==> config.mk <==
export PLATFORM = sky130hd
export DESIGN_NAME = mld2q_cell
export DESIGN_NICKNAME = d
export VERILOG_FILES = /design/src/rtl/mld2q_pkg.sv /design/src/rtl/mld2q_cell.sv
export SDC_FILE = /design/constraint.sdc
export NUM_CORES = 2
export LEC_CHECK = 0
export BUFFER_PORTS_ARGS = -buffer_cell sky130_fd_sc_hd__buf_2
export CAP_MARGIN = 20
export CELL_PAD_IN_SITES_DETAIL_PLACEMENT = 1
export CELL_PAD_IN_SITES_GLOBAL_PLACEMENT = 2
export CORE_MARGIN = 2
export CORE_UTILIZATION = 43
export CTS_BUF_LIST = sky130_fd_sc_hd__clkbuf_8 sky130_fd_sc_hd__clkbuf_16
export DETAILED_ROUTE_END_ITERATION = 10
export PLACE_DENSITY_LB_ADDON = 0.1
export SLEW_MARGIN = 10
export SYNTH_ARGS = -nofsm -noshare
export SYNTH_HDL_FRONTEND = slang
export SYNTH_SLANG_ARGS = --single-unit
==> constraint.sdc <==
create_clock -name clock -period 14.3 [get_ports clock]
set_clock_uncertainty 0.15 [all_clocks]
set_input_delay 2.86 -clock clock [delete_from_list [all_inputs] [get_ports clock]]
set_output_delay 2.86 -clock clock [all_outputs]
set_load 0.05 [all_outputs]
==> src/rtl/mld2q_pkg.sv <==
// ============================================================================
// mld2q_pkg
// Shared types and constants for the two-user QPSK ML detector.
// ============================================================================
package mld2q_pkg;

   localparam int RX_W      = 16;  // Q4.11 sample
   localparam int GAIN_W    = 16;  // Q2.13 gain
   localparam int IMG_W     = 19;  // sum of four signed gains
   localparam int DIFF_W    = 20;  // scaled sample minus image
   localparam int SQ_W      = 37;  // one square
   localparam int DIST_W    = 39;  // sum of four squares
   localparam int CAND_W    = 4;
   localparam int NUM_CAND  = 16;
   localparam int CSR_IDX_W = 4;

   localparam logic [CSR_IDX_W-1:0] REG_A11_RE = 4'd0;
   localparam logic [CSR_IDX_W-1:0] REG_A11_IM = 4'd1;
   localparam logic [CSR_IDX_W-1:0] REG_A12_RE = 4'd2;
   localparam logic [CSR_IDX_W-1:0] REG_A12_IM = 4'd3;
   localparam logic [CSR_IDX_W-1:0] REG_A21_RE = 4'd4;
   localparam logic [CSR_IDX_W-1:0] REG_A21_IM = 4'd5;
   localparam logic [CSR_IDX_W-1:0] REG_A22_RE = 4'd6;
   localparam logic [CSR_IDX_W-1:0] REG_A22_IM = 4'd7;

   localparam logic signed [GAIN_W-1:0] GAIN_UNITY = 16'sd8192;

   typedef struct packed {
      logic signed [RX_W-1:0] rx1_re;
      logic signed [RX_W-1:0] rx1_im;
      logic signed [RX_W-1:0] rx2_re;
      logic signed [RX_W-1:0] rx2_im;
   } req_type;

   typedef struct packed {
      logic user1_bit_i;
      logic user1_bit_q;
      logic user2_bit_i;
      logic user2_bit_q;
   } rsp_type;

   typedef struct packed {
      logic signed [GAIN_W-1:0] a11_re;
      logic signed [GAIN_W-1:0] a11_im;
      logic signed [GAIN_W-1:0] a12_re;
      logic signed [GAIN_W-1:0] a12_im;
      logic signed [GAIN_W-1:0] a21_re;
      logic signed [GAIN_W-1:0] a21_im;
      logic signed [GAIN_W-1:0] a22_re;
      logic signed [GAIN_W-1:0] a22_im;
   } gain_type;

   // word handed from cell to cell: sample plus best candidate so far
   typedef struct packed {
      logic                valid;
      req_type             rx;
      logic [DIST_W-1:0]   best;
      logic [CAND_W-1:0]   k;
   } chain_type;

endpackage

==> src/rtl/mld2q_cell.sv <==
// ============================================================================
// mld2q_cell
// One candidate of the search: distance of its fixed QPSK pair to the
// sample, compared against the running best. Three register stages.
// ============================================================================
module mld2q_cell
   import mld2q_pkg::*;
#(
   parameter int K = 0
) (
   input  logic      clock,
   input  logic      reset,
   input  logic      enable,
   input  gain_type  gain,
   input  chain_type link_in,
   output chain_type link_out
);

   localparam logic [CAND_W-1:0] CAND  = CAND_W'(K);
   localparam logic              FIRST = (K == 0);

   typedef struct packed {
      logic signed [IMG_W-1:0] t1r;
      logic signed [IMG_W-1:0] t1i;
      logic signed [IMG_W-1:0] t2r;
      logic signed [IMG_W-1:0] t2i;
   } img_type;

   function automatic logic signed [IMG_W-1:0] gterm(logic signed [GAIN_W-1:0] g,
                                                     logic pos);
      logic signed [IMG_W-1:0] e;
      e = IMG_W'(g);
      return pos ? e : -e;
   endfunction

   function automatic logic signed [DIFF_W-1:0] scale(logic signed [RX_W-1:0] r);
      logic signed [RX_W+1:0] s;
      s = {r, 2'b00};
      return DIFF_W'(s);
   endfunction

   function automatic logic [SQ_W-1:0] sqr(logic signed [RX_W-1:0] r,
                                           logic signed [IMG_W-1:0] t);
      logic signed [DIFF_W-1:0]   d;
      logic signed [2*DIFF_W-1:0] p;
      d = scale(r) - DIFF_W'(t);
      p = d * d;
      return p[SQ_W-1:0];
   endfunction

   // candidate image, held in a register (the user must change gains only while idle; the cell does not enforce it)
   img_type img_ff, img_in;

   always_comb begin
      img_in.t1r = gterm(gain.a11_re, CAND[3])  + gterm(gain.a11_im, ~CAND[2])
                 + gterm(gain.a12_re, CAND[1])  + gterm(gain.a12_im, ~CAND[0]);
      img_in.t1i = gterm(gain.a11_re, CAND[2])  + gterm(gain.a11_im, CAND[3])
                 + gterm(gain.a12_re, CAND[0])  + gterm(gain.a12_im, CAND[1]);
      img_in.t2r = gterm(gain.a21_re, CAND[3])  + gterm(gain.a21_im, ~CAND[2])
                 + gterm(gain.a22_re, CAND[1])  + gterm(gain.a22_im, ~CAND[0]);
      img_in.t2i = gterm(gain.a21_re, CAND[2])  + gterm(gain.a21_im, CAND[3])
                 + gterm(gain.a22_re, CAND[0])  + gterm(gain.a22_im, CAND[1]);
   end

   always_ff @(posedge clock) begin
      img_ff <= img_in;
   end

   // stage A: squares
   chain_type       a_word_ff;
   logic [SQ_W-1:0] a_sq_ff [4];
   logic [SQ_W-1:0] a_sq_in [4];
   // stage B: pair sums
   chain_type       b_word_ff;
   logic [SQ_W:0]   b_sum_ff [2];
   logic [SQ_W:0]   b_sum_in [2];
   // stage C: total and select
   chain_type       c_word_ff, c_word_in;
   logic [DIST_W-1:0] total;

   always_comb begin
      a_sq_in[0] = sqr(link_in.rx.rx1_re, img_ff.t1r);
      a_sq_in[1] = sqr(link_in.rx.rx1_im, img_ff.t1i);
      a_sq_in[2] = sqr(link_in.rx.rx2_re, img_ff.t2r);
      a_sq_in[3] = sqr(link_in.rx.rx2_im, img_ff.t2i);
      b_sum_in[0] = {1'b0, a_sq_ff[0]} + {1'b0, a_sq_ff[1]};
      b_sum_in[1] = {1'b0, a_sq_ff[2]} + {1'b0, a_sq_ff[3]};
      total = {1'b0, b_sum_ff[0]} + {1'b0, b_sum_ff[1]};
      c_word_in = b_word_ff;
      // strict compare: a tie keeps the lower index
      if (FIRST || (total < b_word_ff.best)) begin
         c_word_in.best = total;
         c_word_in.k    = CAND;
      end
   end

   always_ff @(posedge clock) begin
      if (reset) begin
         a_word_ff.valid <= 1'b0;
         b_word_ff.valid <= 1'b0;
         c_word_ff.valid <= 1'b0;
      end else if (enable) begin
         a_word_ff.valid <= link_in.valid;
         b_word_ff.valid <= a_word_ff.valid;
         c_word_ff.valid <= c_word_in.valid;
      end
      if (enable) begin
         a_word_ff.rx   <= link_in.rx;
         a_word_ff.best <= link_in.best;
         a_word_ff.k    <= link_in.k;
         a_sq_ff        <= a_sq_in;
         b_word_ff.rx   <= a_word_ff.rx;
         b_word_ff.best <= a_word_ff.best;
         b_word_ff.k    <= a_word_ff.k;
         b_sum_ff       <= b_sum_in;
         c_word_ff.rx   <= c_word_in.rx;
         c_word_ff.best <= c_word_in.best;
         c_word_ff.k    <= c_word_in.k;
      end
   end

   assign link_out = c_word_ff;

endmodule

==> results summary <==
The run finished with clean final reports. The worst setup path is launched from an input pin. The overall die area came out at 190300 um2.

The critical path is of the in2reg type. The launch point of the worst hold path is a_word_ff[60]$_DFFE_PP_. The core region is 185600 um2. The average cell area after synthesis came out at 10.10 um2. Together, buffers and inverters on the worst path number 6.

The shortest period the worst path allows came out at 12550 ps. The first global-routing pass estimated 354500 um of wire. The floorplan has 158 rows. The congestion estimate from routability-driven global placement came to 0.8939. The maximum number of buffers from clock root to sink is 3. The routed wirelength normalized by instance count came out at 20.49 um. The via count of the routed design is 53998. The cell that appears most often on the critical path is sky130_fd_sc_hd__fa_1. In this run the number of H-tree levels came out at 3.

The endpoint required time on the critical path came out at 14580 ps. The actual transition at the worst max-transition pin came out at 1169 ps. TritonCTS built the clock tree. The largest delay contributor family on the critical path is adder cells. Setup repair after global routing left no endpoint under its margin. The tree is rooted in a sky130_fd_sc_hd__clkbuf_16. The number of max-cap violations is 0. The routed design has 223400 um of wire. The final number of max-transition violations is 0. The die extent in x came out at 436.3 um. The register clock-pin slew on the reported worst setup and hold paths came out at 70 ps.

The number of nets in the final layout is 10844. During placement, the flow inserted port buffers numbering 299. Yosys printed 0 warnings. The number of distinct library cells after synthesis is 88. The post-route fraction of the period consumed by the critical path is 0.8773. In this run the vertical extent of the chip is 436.3 um.

The placed wire-length estimate after detailed placement is 190800 um. The slowest stage of the critical path is the sky130_fd_sc_hd__fa_1 cell. In this run the worst path has a maximum fanout of 6. In the routed design, unresolved DRC markers number 0.

The tightest min-delay check is of the reg2reg type. The sequential standard cell area is 15120 um2. Of the cells placed in the final design, the portion with a size suffix greater than 1 is 0.07238. Relative to the synthesized area, the layout overhead comes to 9.499%.

The sequential fraction of the synthesis area came out at 0.1882. The critical path starts at link_in[59]. Across every metal layer, demand over resource in global routing totals 0.2439. For this run, the detailed router's first-pass iteration total came to 5. The first routing iteration left 2517 violations. The register bit total from synthesis came out at 530.

In the final timing run, aggregate negative setup slack is 0 ps. The detail route stage leaves a number of antenna-violating nets equal to 0. The number of gates resized after CTS is 0. The number of buffers inserted to repair setup after CTS came out at 0. The number of antenna violations at the first check in global routing was 16. The total overflow reported by the global router came out at 0. The layout has 20757 filler cells. The achievable clock frequency is 79.71 MHz. Setup violations remaining at the end of the flow were counted as 0. For this run, asynchronously set or reset flops after synthesis account for 0. The startpoint of the lowest-slack register-to-register path is img_ff[19]$_DFF_P_. The effective utilization at floorplan came out at 0.4328.

The pin count of the biggest net entering global routing came out at 83. The number of global-route vias before repair came out at 61723. For this design the top-level I/O count stands at 347. The number of enable flip-flop cells after synthesis is 451.

In the final layout, the multi-input gates occupy 56380 um2. The count of endpoints failing hold in the final timing report came out at 0. The clock insertion delay at the later pin of the skew report is 710 ps. The most used flip-flop cell after synthesis is sky130_fd_sc_hd__edfxtp_1. The kind of end point of the critical path is a flop. Summing every instance area after synthesis gives 80350 um2. Measured against its own limit, the worst slew margin works out to 0.2199. The arrival time of data at the critical path endpoint is 12830 ps. The stage delay of the slowest cell on the critical path is 540 ps.

The quantity of hold-fixing buffers added after cts came out at 0. The post-detailed-route via-to-cell ratio is 4.953. Synthesis produced 7958 cells. Clock tree synthesis inserted a total of 69 buffers.

The total number of clock tree sinks is 530.
-- cells in the mapped netlist (all sizes together), types with 68 or more instances --
cell	count	area [um2]
nand2	518	1952
clkbuf	98	367.9
inv	2245	8427
a21o	158	1186
dfxtp	79	1582
nor2	609	2288
a21oi	235	1180
ha	656	8208
xnor2	336	2950
o21ai	138	701.9
xor2	149	1320
fa	1590	31830
edfxtp	451	13540
nor3	68	340.3
-- sequential cells by signal, indices dropped and copies added (netlist names) --
register	cells
a_sq_ff	144
img_ff	76
b_word_ff	65
a_word_ff	65
b_sum_ff	76
link_out	104
-- metal layers --
layer | wire, um | track usage
met1 | 99760 | 0.3331
met3 | 8428 | 0.02915
met2 | 110000 | 0.4138
met4 | 5201 | 0.05905
met5 | 13 | 0
-- placed cells by master (no fill, tap or decap), drive strengths merged, types with 9 or more instances in the layout --
| cell | Yosys | routed |
|---|---|---|
| a211oi | 19 | 19 |
| a21boi | 15 | 15 |
| a21o | 158 | 158 |
| a21oi | 235 | 235 |
| a31o | 12 | 12 |
| a31oi | 26 | 26 |
| and2 | 63 | 63 |
| and3 | 21 | 21 |
| buf | 25 | 443 |
| clkbuf | 98 | 70 |
| clkinv | 9 | 35 |
| clkinvlp | 0 | 9 |
| conb | 1 | 10 |
| dfxtp | 79 | 79 |
| edfxtp | 451 | 451 |
| fa | 1590 | 1590 |
| ha | 656 | 656 |
| inv | 2245 | 2262 |
| nand2 | 518 | 518 |
| nand2b | 47 | 47 |
| nand3 | 47 | 47 |
| nand4 | 16 | 16 |
| nor2 | 609 | 609 |
| nor2b | 48 | 48 |
| nor3 | 68 | 68 |
| nor4 | 14 | 14 |
| o211ai | 9 | 9 |
| o21a | 52 | 52 |
| o21ai | 138 | 138 |
| o21bai | 39 | 39 |
| o31ai | 20 | 20 |
| or2 | 11 | 11 |
| or3 | 22 | 22 |
| or4 | 9 | 9 |
| xnor2 | 336 | 336 |
| xor2 | 149 | 149 |
-- path summary, 6_finish.rpt --
path,end,slack (ps),depth (start not counted)
hold / removal,b_word_ff[60]$_DFFE_PP_,260,0
setup / recovery,a_sq_ff[73]$_DFFE_PP_,1750,38
setup reg to reg,a_sq_ff[73]$_DFFE_PP_,3280,38
hold reg to reg,b_word_ff[60]$_DFFE_PP_,260,0
-- kinds of logic after synthesis --
group,share of synthesized area
buffers and inverters,0.1115
adder cells (fa/ha/maj),0.4983
XOR/XNOR,0.05343
AND/OR/NAND/NOR,0.08227
flip-flops,0.1882
other,0.00004667
multiplexers,0.0004983
AO/OA/AOI/OAI,0.06565
-- final cells by class --
| type | instances | share of cell area |
|---|---|---|
| multi-input combinational | 5060 | 0.6409 |
| sequential | 530 | 0.1719 |
| inverter | 2254 | 0.09617 |
| tap | 2480 | 0.03527 |
| timing repair buffer | 444 | 0.02955 |
| clock buffer | 70 | 0.01991 |
| clock inverter | 56 | 0.006101 |
| antenna | 7 | 0.0001991 |
-- metrics by stage --
step                utilization  area, um2  setup slack (ps)  hold WS [ps]  instances
finish                   0.4739      87980              1755         258.9      10901
global route             0.4739      87970              1000         266.8      10898
CTS                      0.4738      87950              1778         259.2      10893
detailed placement       0.4615      85660              1045         255.2      10767
global placement         0.4615      85660              1090         250.3      10767
floorplan                     -      80380              2364         250.3       7967
Power is not shown: default switching activity piles up to over one toggle a cycle in this logic, so the estimate is an artifact.
