## src/rtl/mld2q_pkg.sv

```systemverilog
// ============================================================================
// mld2q_pkg
// Shared types and constants for the two-user QPSK ML detector.
// ============================================================================
package mld2q_pkg;

   localparam int RX_W      = 16;  // Q4.11 sample
   localparam int GAIN_W    = 16;  // Q2.13 gain
   localparam int IMG_W     = 19;  // sum of four signed gains
   localparam int DIFF_W    = 20;  // scaled sample minus image
   localparam int SQ_W      = 37;  // one square
   localparam int DIST_W    = 39;  // sum of four squares
   localparam int CAND_W    = 4;
   localparam int NUM_CAND  = 16;
   localparam int CSR_IDX_W = 4;

   localparam logic [CSR_IDX_W-1:0] REG_A11_RE = 4'd0;
   localparam logic [CSR_IDX_W-1:0] REG_A11_IM = 4'd1;
   localparam logic [CSR_IDX_W-1:0] REG_A12_RE = 4'd2;
   localparam logic [CSR_IDX_W-1:0] REG_A12_IM = 4'd3;
   localparam logic [CSR_IDX_W-1:0] REG_A21_RE = 4'd4;
   localparam logic [CSR_IDX_W-1:0] REG_A21_IM = 4'd5;
   localparam logic [CSR_IDX_W-1:0] REG_A22_RE = 4'd6;
   localparam logic [CSR_IDX_W-1:0] REG_A22_IM = 4'd7;

   localparam logic signed [GAIN_W-1:0] GAIN_UNITY = 16'sd8192;

   typedef struct packed {
      logic signed [RX_W-1:0] rx1_re;
      logic signed [RX_W-1:0] rx1_im;
      logic signed [RX_W-1:0] rx2_re;
      logic signed [RX_W-1:0] rx2_im;
   } req_type;

   typedef struct packed {
      logic user1_bit_i;
      logic user1_bit_q;
      logic user2_bit_i;
      logic user2_bit_q;
   } rsp_type;

   typedef struct packed {
      logic signed [GAIN_W-1:0] a11_re;
      logic signed [GAIN_W-1:0] a11_im;
      logic signed [GAIN_W-1:0] a12_re;
      logic signed [GAIN_W-1:0] a12_im;
      logic signed [GAIN_W-1:0] a21_re;
      logic signed [GAIN_W-1:0] a21_im;
      logic signed [GAIN_W-1:0] a22_re;
      logic signed [GAIN_W-1:0] a22_im;
   } gain_type;

   // word handed from cell to cell: sample plus best candidate so far
   typedef struct packed {
      logic                valid;
      req_type             rx;
      logic [DIST_W-1:0]   best;
      logic [CAND_W-1:0]   k;
   } chain_type;

endpackage

```

## src/rtl/mld2q_skid.sv

```systemverilog
// ============================================================================
// mld2q_skid
// Output register plus one skid entry; full skid freezes the cell row.
// ============================================================================
module mld2q_skid
   import mld2q_pkg::*;
(
   input  logic    clock,
   input  logic    reset,
   input  logic    in_valid,
   input  rsp_type in_data,
   output logic    full,
   output logic    rsp_valid,
   input  logic    rsp_stall,
   output rsp_type rsp_data
);

   logic    rsp_valid_ff, rsp_valid_in;
   rsp_type rsp_data_ff, rsp_data_in;
   logic    skid_valid_ff, skid_valid_in;
   rsp_type skid_data_ff, skid_data_in;

   always_comb begin
      rsp_valid_in  = rsp_valid_ff;
      rsp_data_in   = rsp_data_ff;
      skid_valid_in = skid_valid_ff;
      skid_data_in  = skid_data_ff;
      if (!rsp_valid_ff || !rsp_stall) begin
         if (skid_valid_ff) begin
            rsp_valid_in  = 1'b1;
            rsp_data_in   = skid_data_ff;
            skid_valid_in = 1'b0;
         end else begin
            rsp_valid_in = in_valid;
            rsp_data_in  = in_data;
         end
      end else if (in_valid) begin
         skid_valid_in = 1'b1;
         skid_data_in  = in_data;
      end
   end

   always_ff @(posedge clock) begin
      if (reset) begin
         rsp_valid_ff  <= 1'b0;
         skid_valid_ff <= 1'b0;
      end else begin
         rsp_valid_ff  <= rsp_valid_in;
         skid_valid_ff <= skid_valid_in;
      end
      rsp_data_ff  <= rsp_data_in;
      skid_data_ff <= skid_data_in;
   end

   assign full      = skid_valid_ff;
   assign rsp_valid = rsp_valid_ff;
   assign rsp_data  = rsp_data_ff;

endmodule

```

## config.mk

```make
export PLATFORM = sky130hd
export DESIGN_NAME = mld2q_skid
export DESIGN_NICKNAME = d
export VERILOG_FILES = /design/src/rtl/mld2q_pkg.sv /design/src/rtl/mld2q_skid.sv
export SDC_FILE = /design/constraint.sdc
export NUM_CORES = 1
export LEC_CHECK = 0
export ABC_AREA = 1
export BUFFER_PORTS_ARGS = -buffer_cell sky130_fd_sc_hd__clkbuf_2
export CORE_AREA = 2 2 39 41
export DETAILED_ROUTE_END_ITERATION = 10
export DIE_AREA = 0 0 41 43
export SLEW_MARGIN = 20
export SYNTH_ARGS = -nofsm -noshare
export SYNTH_HDL_FRONTEND = slang
export SYNTH_SLANG_ARGS = --single-unit
```

## constraint.sdc

```tcl
create_clock -name clock -period 2.2 [get_ports clock]
set_clock_uncertainty 0.15 [all_clocks]
set_input_delay 0.22 -clock clock [delete_from_list [all_inputs] [get_ports clock]]
set_output_delay 0.22 -clock clock [all_outputs]
set_load 0.01 [all_outputs]
```

==> metrics.md, run 1 <==
| Metric | Value |
|---|---|
| Fillers | `roughly 150` |
| CP top delay family | `flip-flops` |
| Setup-failing EPs final | `0` |
| Area grow syn2layout | `33.8%` |
| Final ANT Viol Nets | `0` |
| CP Data Required Time | `roughly 1.8 ns` |
| CTS sink count | `10` |
| Critical path cell sequence | `clkbuf_2` |
| Critical Path Stages | `1` |
| Worst Reg-to-Reg Cells | `2` |
| Initial Util | `27.8%` |
| Die H | `43 microns` |
| CP max stage delay | `0.52 ns` |
| Dominant cells by area after synthesis | `edfxtp_1 (62%), dfxtp_1 (10%), inv_1 (5.8%)` |
| Post-CTS Setup Inserts | `0` |
| Final cycle utilization of the critical path | `61.3%` |
| Critical Path Source | `full$_SDFFE_PP0P_` |
| Design Power | `0.376 mW` |
| CP max FO | `10` |
| CTS Buf Count | `3` |
| Commonest non-fill, non-tap cell in the layout | `clkbuf_2` |
| WL per Instance | `9.36 microns` |
| Worst VDD drop | `328 uV` |
| Drt total wl | `618 microns` |
| RR Startpoint | `rsp_valid$_SDFFE_PP0P_` |
| Clock tree buffer depth | `2` |
| FF+latch count, synth | `10` |
| Gate count after technology mapping | `31` |
| YS warnings | `0` |
| Crit Path Category | `reg2out` |
| Placed cell area | `about 460 sq um` |
| Buf/Inv on CP | `1` |
| Crit-path slowest cell | `dfxtp_1` |
| Seq/Total Area, Yosys | `72.7%` |
| Leak | `0.229 nW` |
| H-tree levels | `1` |
| Core Area | `about 0.0014 sq mm` |
| Commonest cells after routing, fill and taps aside | `clkbuf_2 (13), edfxtp_1 (8), inv_1 (6), nand2_1 (5), o21ai_1 (4)` |
| DRT Pass-1 Iters | `2` |
| Critical path endpoint | `full` |
| Reg-to-reg endpoint | `skid_data_ff[0]$_DFFE_PP_` |
| Syn avg cell area | `12.4 sq um` |
| Global-route wire length before repair | `986 microns` |
| Design area | `515 sq um` |
| Mapped Nets | `39` |
| RSZ-0062 raised after global routing | `no` |
| Outcome | `completed` |
| Initial antenna violation count | `0` |
| Finished Layout Cells | `66` |
| Diode count | `0` |
| Initial DRC Count | `2` |
| Share of the synthesized area in the top cell type | `62.3%` |
| Final hold vios | `0` |
| Setup WS pre-CTS | `0.889 ns` |
| Layout cell share with drive strength beyond 1 | `36.0%` |
| Die ar. | `around 0.0018 sq mm` |
| Slew margin rel. | `just under 80%` |
| Min-Delay Path Class | `in2reg` |
| Vias | `around 270` |
| Hpwl dp | `between 400 and 500 microns` |
| Post_cts resized | `0` |
| Row count | `14` |
| Pwr per Cell Area | `729 mW/mm^2` |
| CTS tree | `yes` |
| Hold_sp | `in_data[0]` |
| Number of buffers added on ports | `13` |
| Cells after DPL | `59` |
| Worst EP arrival | `between 0.9 and 1 ns` |
| Final Slew Violations | `0` |
| Setup crit end kind | `primary output` |
| Vias per cell | `about 4` |
| Worst-path clk slew | `0.06 ns` |
| Chip Width | `41 microns` |
| Setup crit start kind | `flip-flop` |
| Largest net degree at the start of global routing | `11` |
| Clk Tree Root Cell | `clkbuf_4` |
| Fin nets | `59` |
| Gpl congestion | `0.730` |
| Slew @ Worst Pin | `0.339 ns` |
| Final setup TNS | `0 ns` |
| Worst reg2reg setup slack | `~0.9 ns` |
| FMAX | `741 MHz` |
| All-layer global routing usage | `9.56%` |
| Largest area contributor in the netlist | `edfxtp_1` |
| Synth cell types | `10` |
| DRC Markers | `0` |
| Number of global-route vias before repair | `about 250` |
| Crit path time final | `1.35 ns` |
| Worst skew pair latency | `0.26 ns` |
| Mapped Area | `between 300 and 400 sq um` |
| Post-route setup slack | `between 0.8 and 0.9 ns` |
| I/O Pins | `14` |
| Congestion Overflow GR | `0` |
| Number of max-cap violations | `0` |
## synth_stat cells
cell and n:
nand3_1 1, a21oi_2 1, edfxtp_1 8, buf_6 1, nor2_1 2, nor2_4 1, nand2_1 5, o21ai_1 4
inv_1 6, dfxtp_1 2
## state kept, by name (all words and copies together) (netlist names)
register and count:
rsp_valid 1, full 1, skid_data_ff 4, rsp_data 4
## stage by stage
stage | hold WS (ns) | util [%]
finish | 0.0104 | 37.3
global route | 0.00922 | 37.3
CTS | 0.00330 | 36.5
detailed placement | 0.254 | 33.2
global placement | 0.250 | 33.2
floorplan | 0.132 | -
## repair_timing
action,4_1_cts,5_1_grt
setup endpoints to repair,0,0
hold buffers,2,1
hold endpoints to repair,2,1
## how the worst min path moves through the flow
stage	endpoint	depth (start not counted)
CTS	skid_data_ff[2]$_DFFE_PP_	1
detailed placement	rsp_valid$_SDFFE_PP0P_	2
global placement	rsp_valid$_SDFFE_PP0P_	2
finish	skid_data_ff[0]$_DFFE_PP_	1
floorplan	rsp_valid$_SDFFE_PP0P_	1
global route	skid_data_ff[0]$_DFFE_PP_	1
## layout make-up
type,count,area [sq um],share of cell area (%)
Sequential cell,10,280,54.4
Tap cell,16,20.0,3.88
Inverter,6,22.5,4.37
Timing Repair Buffer,16,95.1,18.4
Multi-Input combinational cell,14,71.3,13.8
Clock inverter,1,3.75,0.728
Clock buffer,3,22.5,4.37
## layer usage
layer	global-route usage [%]	up-vias	part of all wire [%]
met5	0	-	0
met4	12.0	0	6.6
met3	3.14	4	4.9
met2	14.1	10	52
met1	8.39	114	36
li1	-	141	-
## power breakdown
group	internal (mW)	switching, mW
registers	0.215	0.00363
logic	0.0168	0.0177
clock network	0.0653	0.0576
total	0.297	0.0790
## cell families after synthesis
kind of cell | share of synthesized area, %
flops | 72.7
simple gates | 11.0
buf+inv | 8.77
compound gates | 7.47
(Power assumes the default switching activity.)
==> run 2: changes to the inputs <==
==> constraint.sdc (replaced) <==
create_clock -name clock -period 1.3 [get_ports clock]
set_clock_uncertainty 0.15 [all_clocks]
set_input_delay 0.13 -clock clock [delete_from_list [all_inputs] [get_ports clock]]
set_output_delay 0.13 -clock clock [all_outputs]
set_load 0.01 [all_outputs]
==> metrics.md, run 2 (synthesis gave the netlist of run 1 again) <==
| Metric | Value |
|---|---|
| Congestion Overflow GR | `0 (unchanged)` |
| Design area | `564 sq um (was 515 sq um)` |
| Final Slew Violations | `0 (unchanged)` |
| Initial Util | `27.8% (unchanged)` |
| I/O Pins | `14 (unchanged)` |
| RSZ-0062 raised after global routing | `no (unchanged)` |
| Layout cell share with drive strength beyond 1 | `36.4% (was 36.0%)` |
| H-tree levels | `1 (unchanged)` |
| Final setup TNS | `0 ns (unchanged)` |
| Number of buffers added on ports | `13 (unchanged)` |
| Final ANT Viol Nets | `0 (unchanged)` |
| CTS tree | `yes (unchanged)` |
| Post-route setup slack | `0.126 ns (was 0.851 ns)` |
| Largest net degree at the start of global routing | `11 (unchanged)` |
| FMAX | `852 MHz` |
| All-layer global routing usage | `10.8% (was 9.56%)` |
| DRT Pass-1 Iters | `1 (was 2)` |
| Initial antenna violation count | `0 (unchanged)` |
| Combinational share of power | `10.8% (was 9.2%)` |
| Row count | `14 (unchanged)` |
| Clock tree buffer depth | `2 (unchanged)` |
| Worst-path clk slew | `0.07 ns (was 0.06 ns)` |
| Setup WS pre-CTS | `0.135 ns (was 0.889 ns)` |
| CP max FO | `4 (was 10)` |
| Leak | `0.250 nW (was 0.229 nW)` |
| Worst Reg-to-Reg Cells | `2 (unchanged)` |
| Number of global-route vias before repair | `299 (was 247)` |
| Die ar. | `0.00176 sq mm (unchanged)` |
| Min-Delay Path Class | `in2reg (unchanged)` |
| Die H | `43 microns (unchanged)` |
| Clock group share of total power | `33.1% (was 32.7%)` |
| Hpwl dp | `482 microns (was 496 microns)` |
| Clk Tree Root Cell | `clkbuf_4 (unchanged)` |
| Commonest cells after routing, fill and taps aside | `clkbuf_2 (13), edfxtp_1 (8), dlygate4sd3_1 (7), inv_1 (6), nand2_1 (5) (was clkbuf_2 (13), edfxtp_1 (8), inv_1 (6), nand2_1 (5), o21ai_1 (4))` |
| Pwr per Cell Area | `1170 mW/mm^2 (was 729 mW/mm^2)` |
| Internal power | `0.520 mW (was 0.297 mW)` |
| CTS Buf Count | `3 (unchanged)` |
| Final hold vios | `0 (unchanged)` |
| Area grow syn2layout | `46.4% (was 33.8%)` |
| Net switching power | `0.139 mW (was 0.0790 mW)` |
| Net Sw Frac | `21.1% (was 21.0%)` |
| Worst VDD drop | `442 uV (was 328 uV)` |
| Chip Width | `41 microns (unchanged)` |
| Cells after DPL | `60 (was 59)` |
| Setup crit start kind | `flip-flop (unchanged)` |
| Vias per cell | `4.07 (was 4.08)` |
| Initial DRC Count | `0 (was 2)` |
| Diode count | `0 (unchanged)` |
| Outcome | `completed (unchanged)` |
| Number of max-cap violations | `0 (unchanged)` |
| Global-route wire length before repair | `1.17 mm (was 986 microns)` |
| Finished Layout Cells | `71 (was 66)` |
| Setup crit end kind | `flip-flop (was primary output)` |
| Commonest non-fill, non-tap cell in the layout | `clkbuf_2 (unchanged)` |
| CTS sink count | `10 (unchanged)` |
| WL per Instance | `9.34 microns (was 9.36 microns)` |
| Crit path time final | `1.17 ns` |
| Placed cell area | `467 sq um (was 459 sq um)` |
| Worst skew pair latency | `0.26 ns (about the same)` |
| CP Data Required Time | `1.08 ns (was 1.83 ns)` |
| DRC Markers | `0 (unchanged)` |
| Drt total wl | `663 microns (was 618 microns)` |
| Crit Path Category | `reg2reg (was reg2out)` |
| Vias | `289 (was 269)` |
| Cells on Worst Hold Path | `3 (was 1)` |
| Gpl congestion | `0.768 (was 0.730)` |
| Final cycle utilization of the critical path | `between 90% and 100%` |
| Core Area | `0.00138 sq mm (unchanged)` |
| Fin nets | `64 (was 59)` |
| Setup-failing EPs final | `0 (unchanged)` |
| Slew margin rel. | `78.5% (was 77.3%)` |
| Slew @ Worst Pin | `0.321 ns (was 0.339 ns)` |
| Worst EP arrival | `0.95 ns (was 0.98 ns)` |
| Sequential power share | `56.1% (was 58.1%)` |
| Final core occ | `40.8% (was 37.3%)` |
## run 2: changes by cell type in the layout (fill, tap and decap cells not counted)
cell,delta
dfxtp_2,+1
clkbuf_1,+1
clkinv_1,-1
dlygate4sd3_1,+4
buf_4,+1
dfxtp_1,-1
## run 2: worst paths after layout
check,end,slack [ns],from
worst max-delay path,skid_data_ff[2]$_DFFE_PP_,0.13,rsp_valid$_SDFFE_PP0P_
worst min-delay path,skid_data_ff[1]$_DFFE_PP_,0.11,in_valid
worst max register to register,skid_data_ff[2]$_DFFE_PP_,0.13,rsp_valid$_SDFFE_PP0P_
worst min register to register,full$_SDFFE_PP0P_,0.32,rsp_valid$_SDFFE_PP0P_
## run 2: cell type report
| class | count | area, sq um |
|---|---|---|
| timing repair buffer | 21 | 143 |
| sequential | 10 | 282 |
| inverter | 6 | 22.5 |
| tap | 16 | 20.0 |
| multi-input combinational | 14 | 71.3 |
| fill | 145 | 820 |
| clock buffer | 4 | 26.3 |
## run 2: power by group through the flow
stage | Clock, mW | Combinational, mW | Sequential (mW)
CTS | 0.226 | 0.0713 | 0.370
detailed placement | 0 | 0.0551 | 0.377
floorplan | 0 | 0.0186 | 0.383
finish | 0.218 | 0.0709 | 0.370
global route | 0.249 | 0.0809 | 0.372
global placement | 0 | 0.0533 | 0.376
## run 2: critical path: stages, from the launching register on
cell	delay, ns
dfxtp_1	0.35
nand2_1	0.08
nor2_1	0.27
## run 2: per-layer routing
| layer | wire length (microns) | up-vias | GRT usage, % |
|---|---|---|---|
| li1 | - | 147 | - |
| met1 | 235 | 126 | 8.94 |
| met2 | 347 | 12 | 15.6 |
| met3 | 45 | 4 | 5.76 |
| met4 | 34 | 0 | 12.7 |
| met5 | 0 | - | 0 |
## run 2: what timing repair did
action                     CTS  global route
hold endpoints to repair     6             0
gates resized for setup      0             1
hold buffers                 7             0
buffers inserted             0             0
setup endpoints to repair    0             1
## run 2: metrics by stage
step	hold slack [ns]	total power, mW
after floorplan	0.0424	0.401
after global placement	0.158	0.429
after detailed placement	0.159	0.432
after CTS	0.103	0.667
after global routing	0.136	0.702
final	0.109	0.659
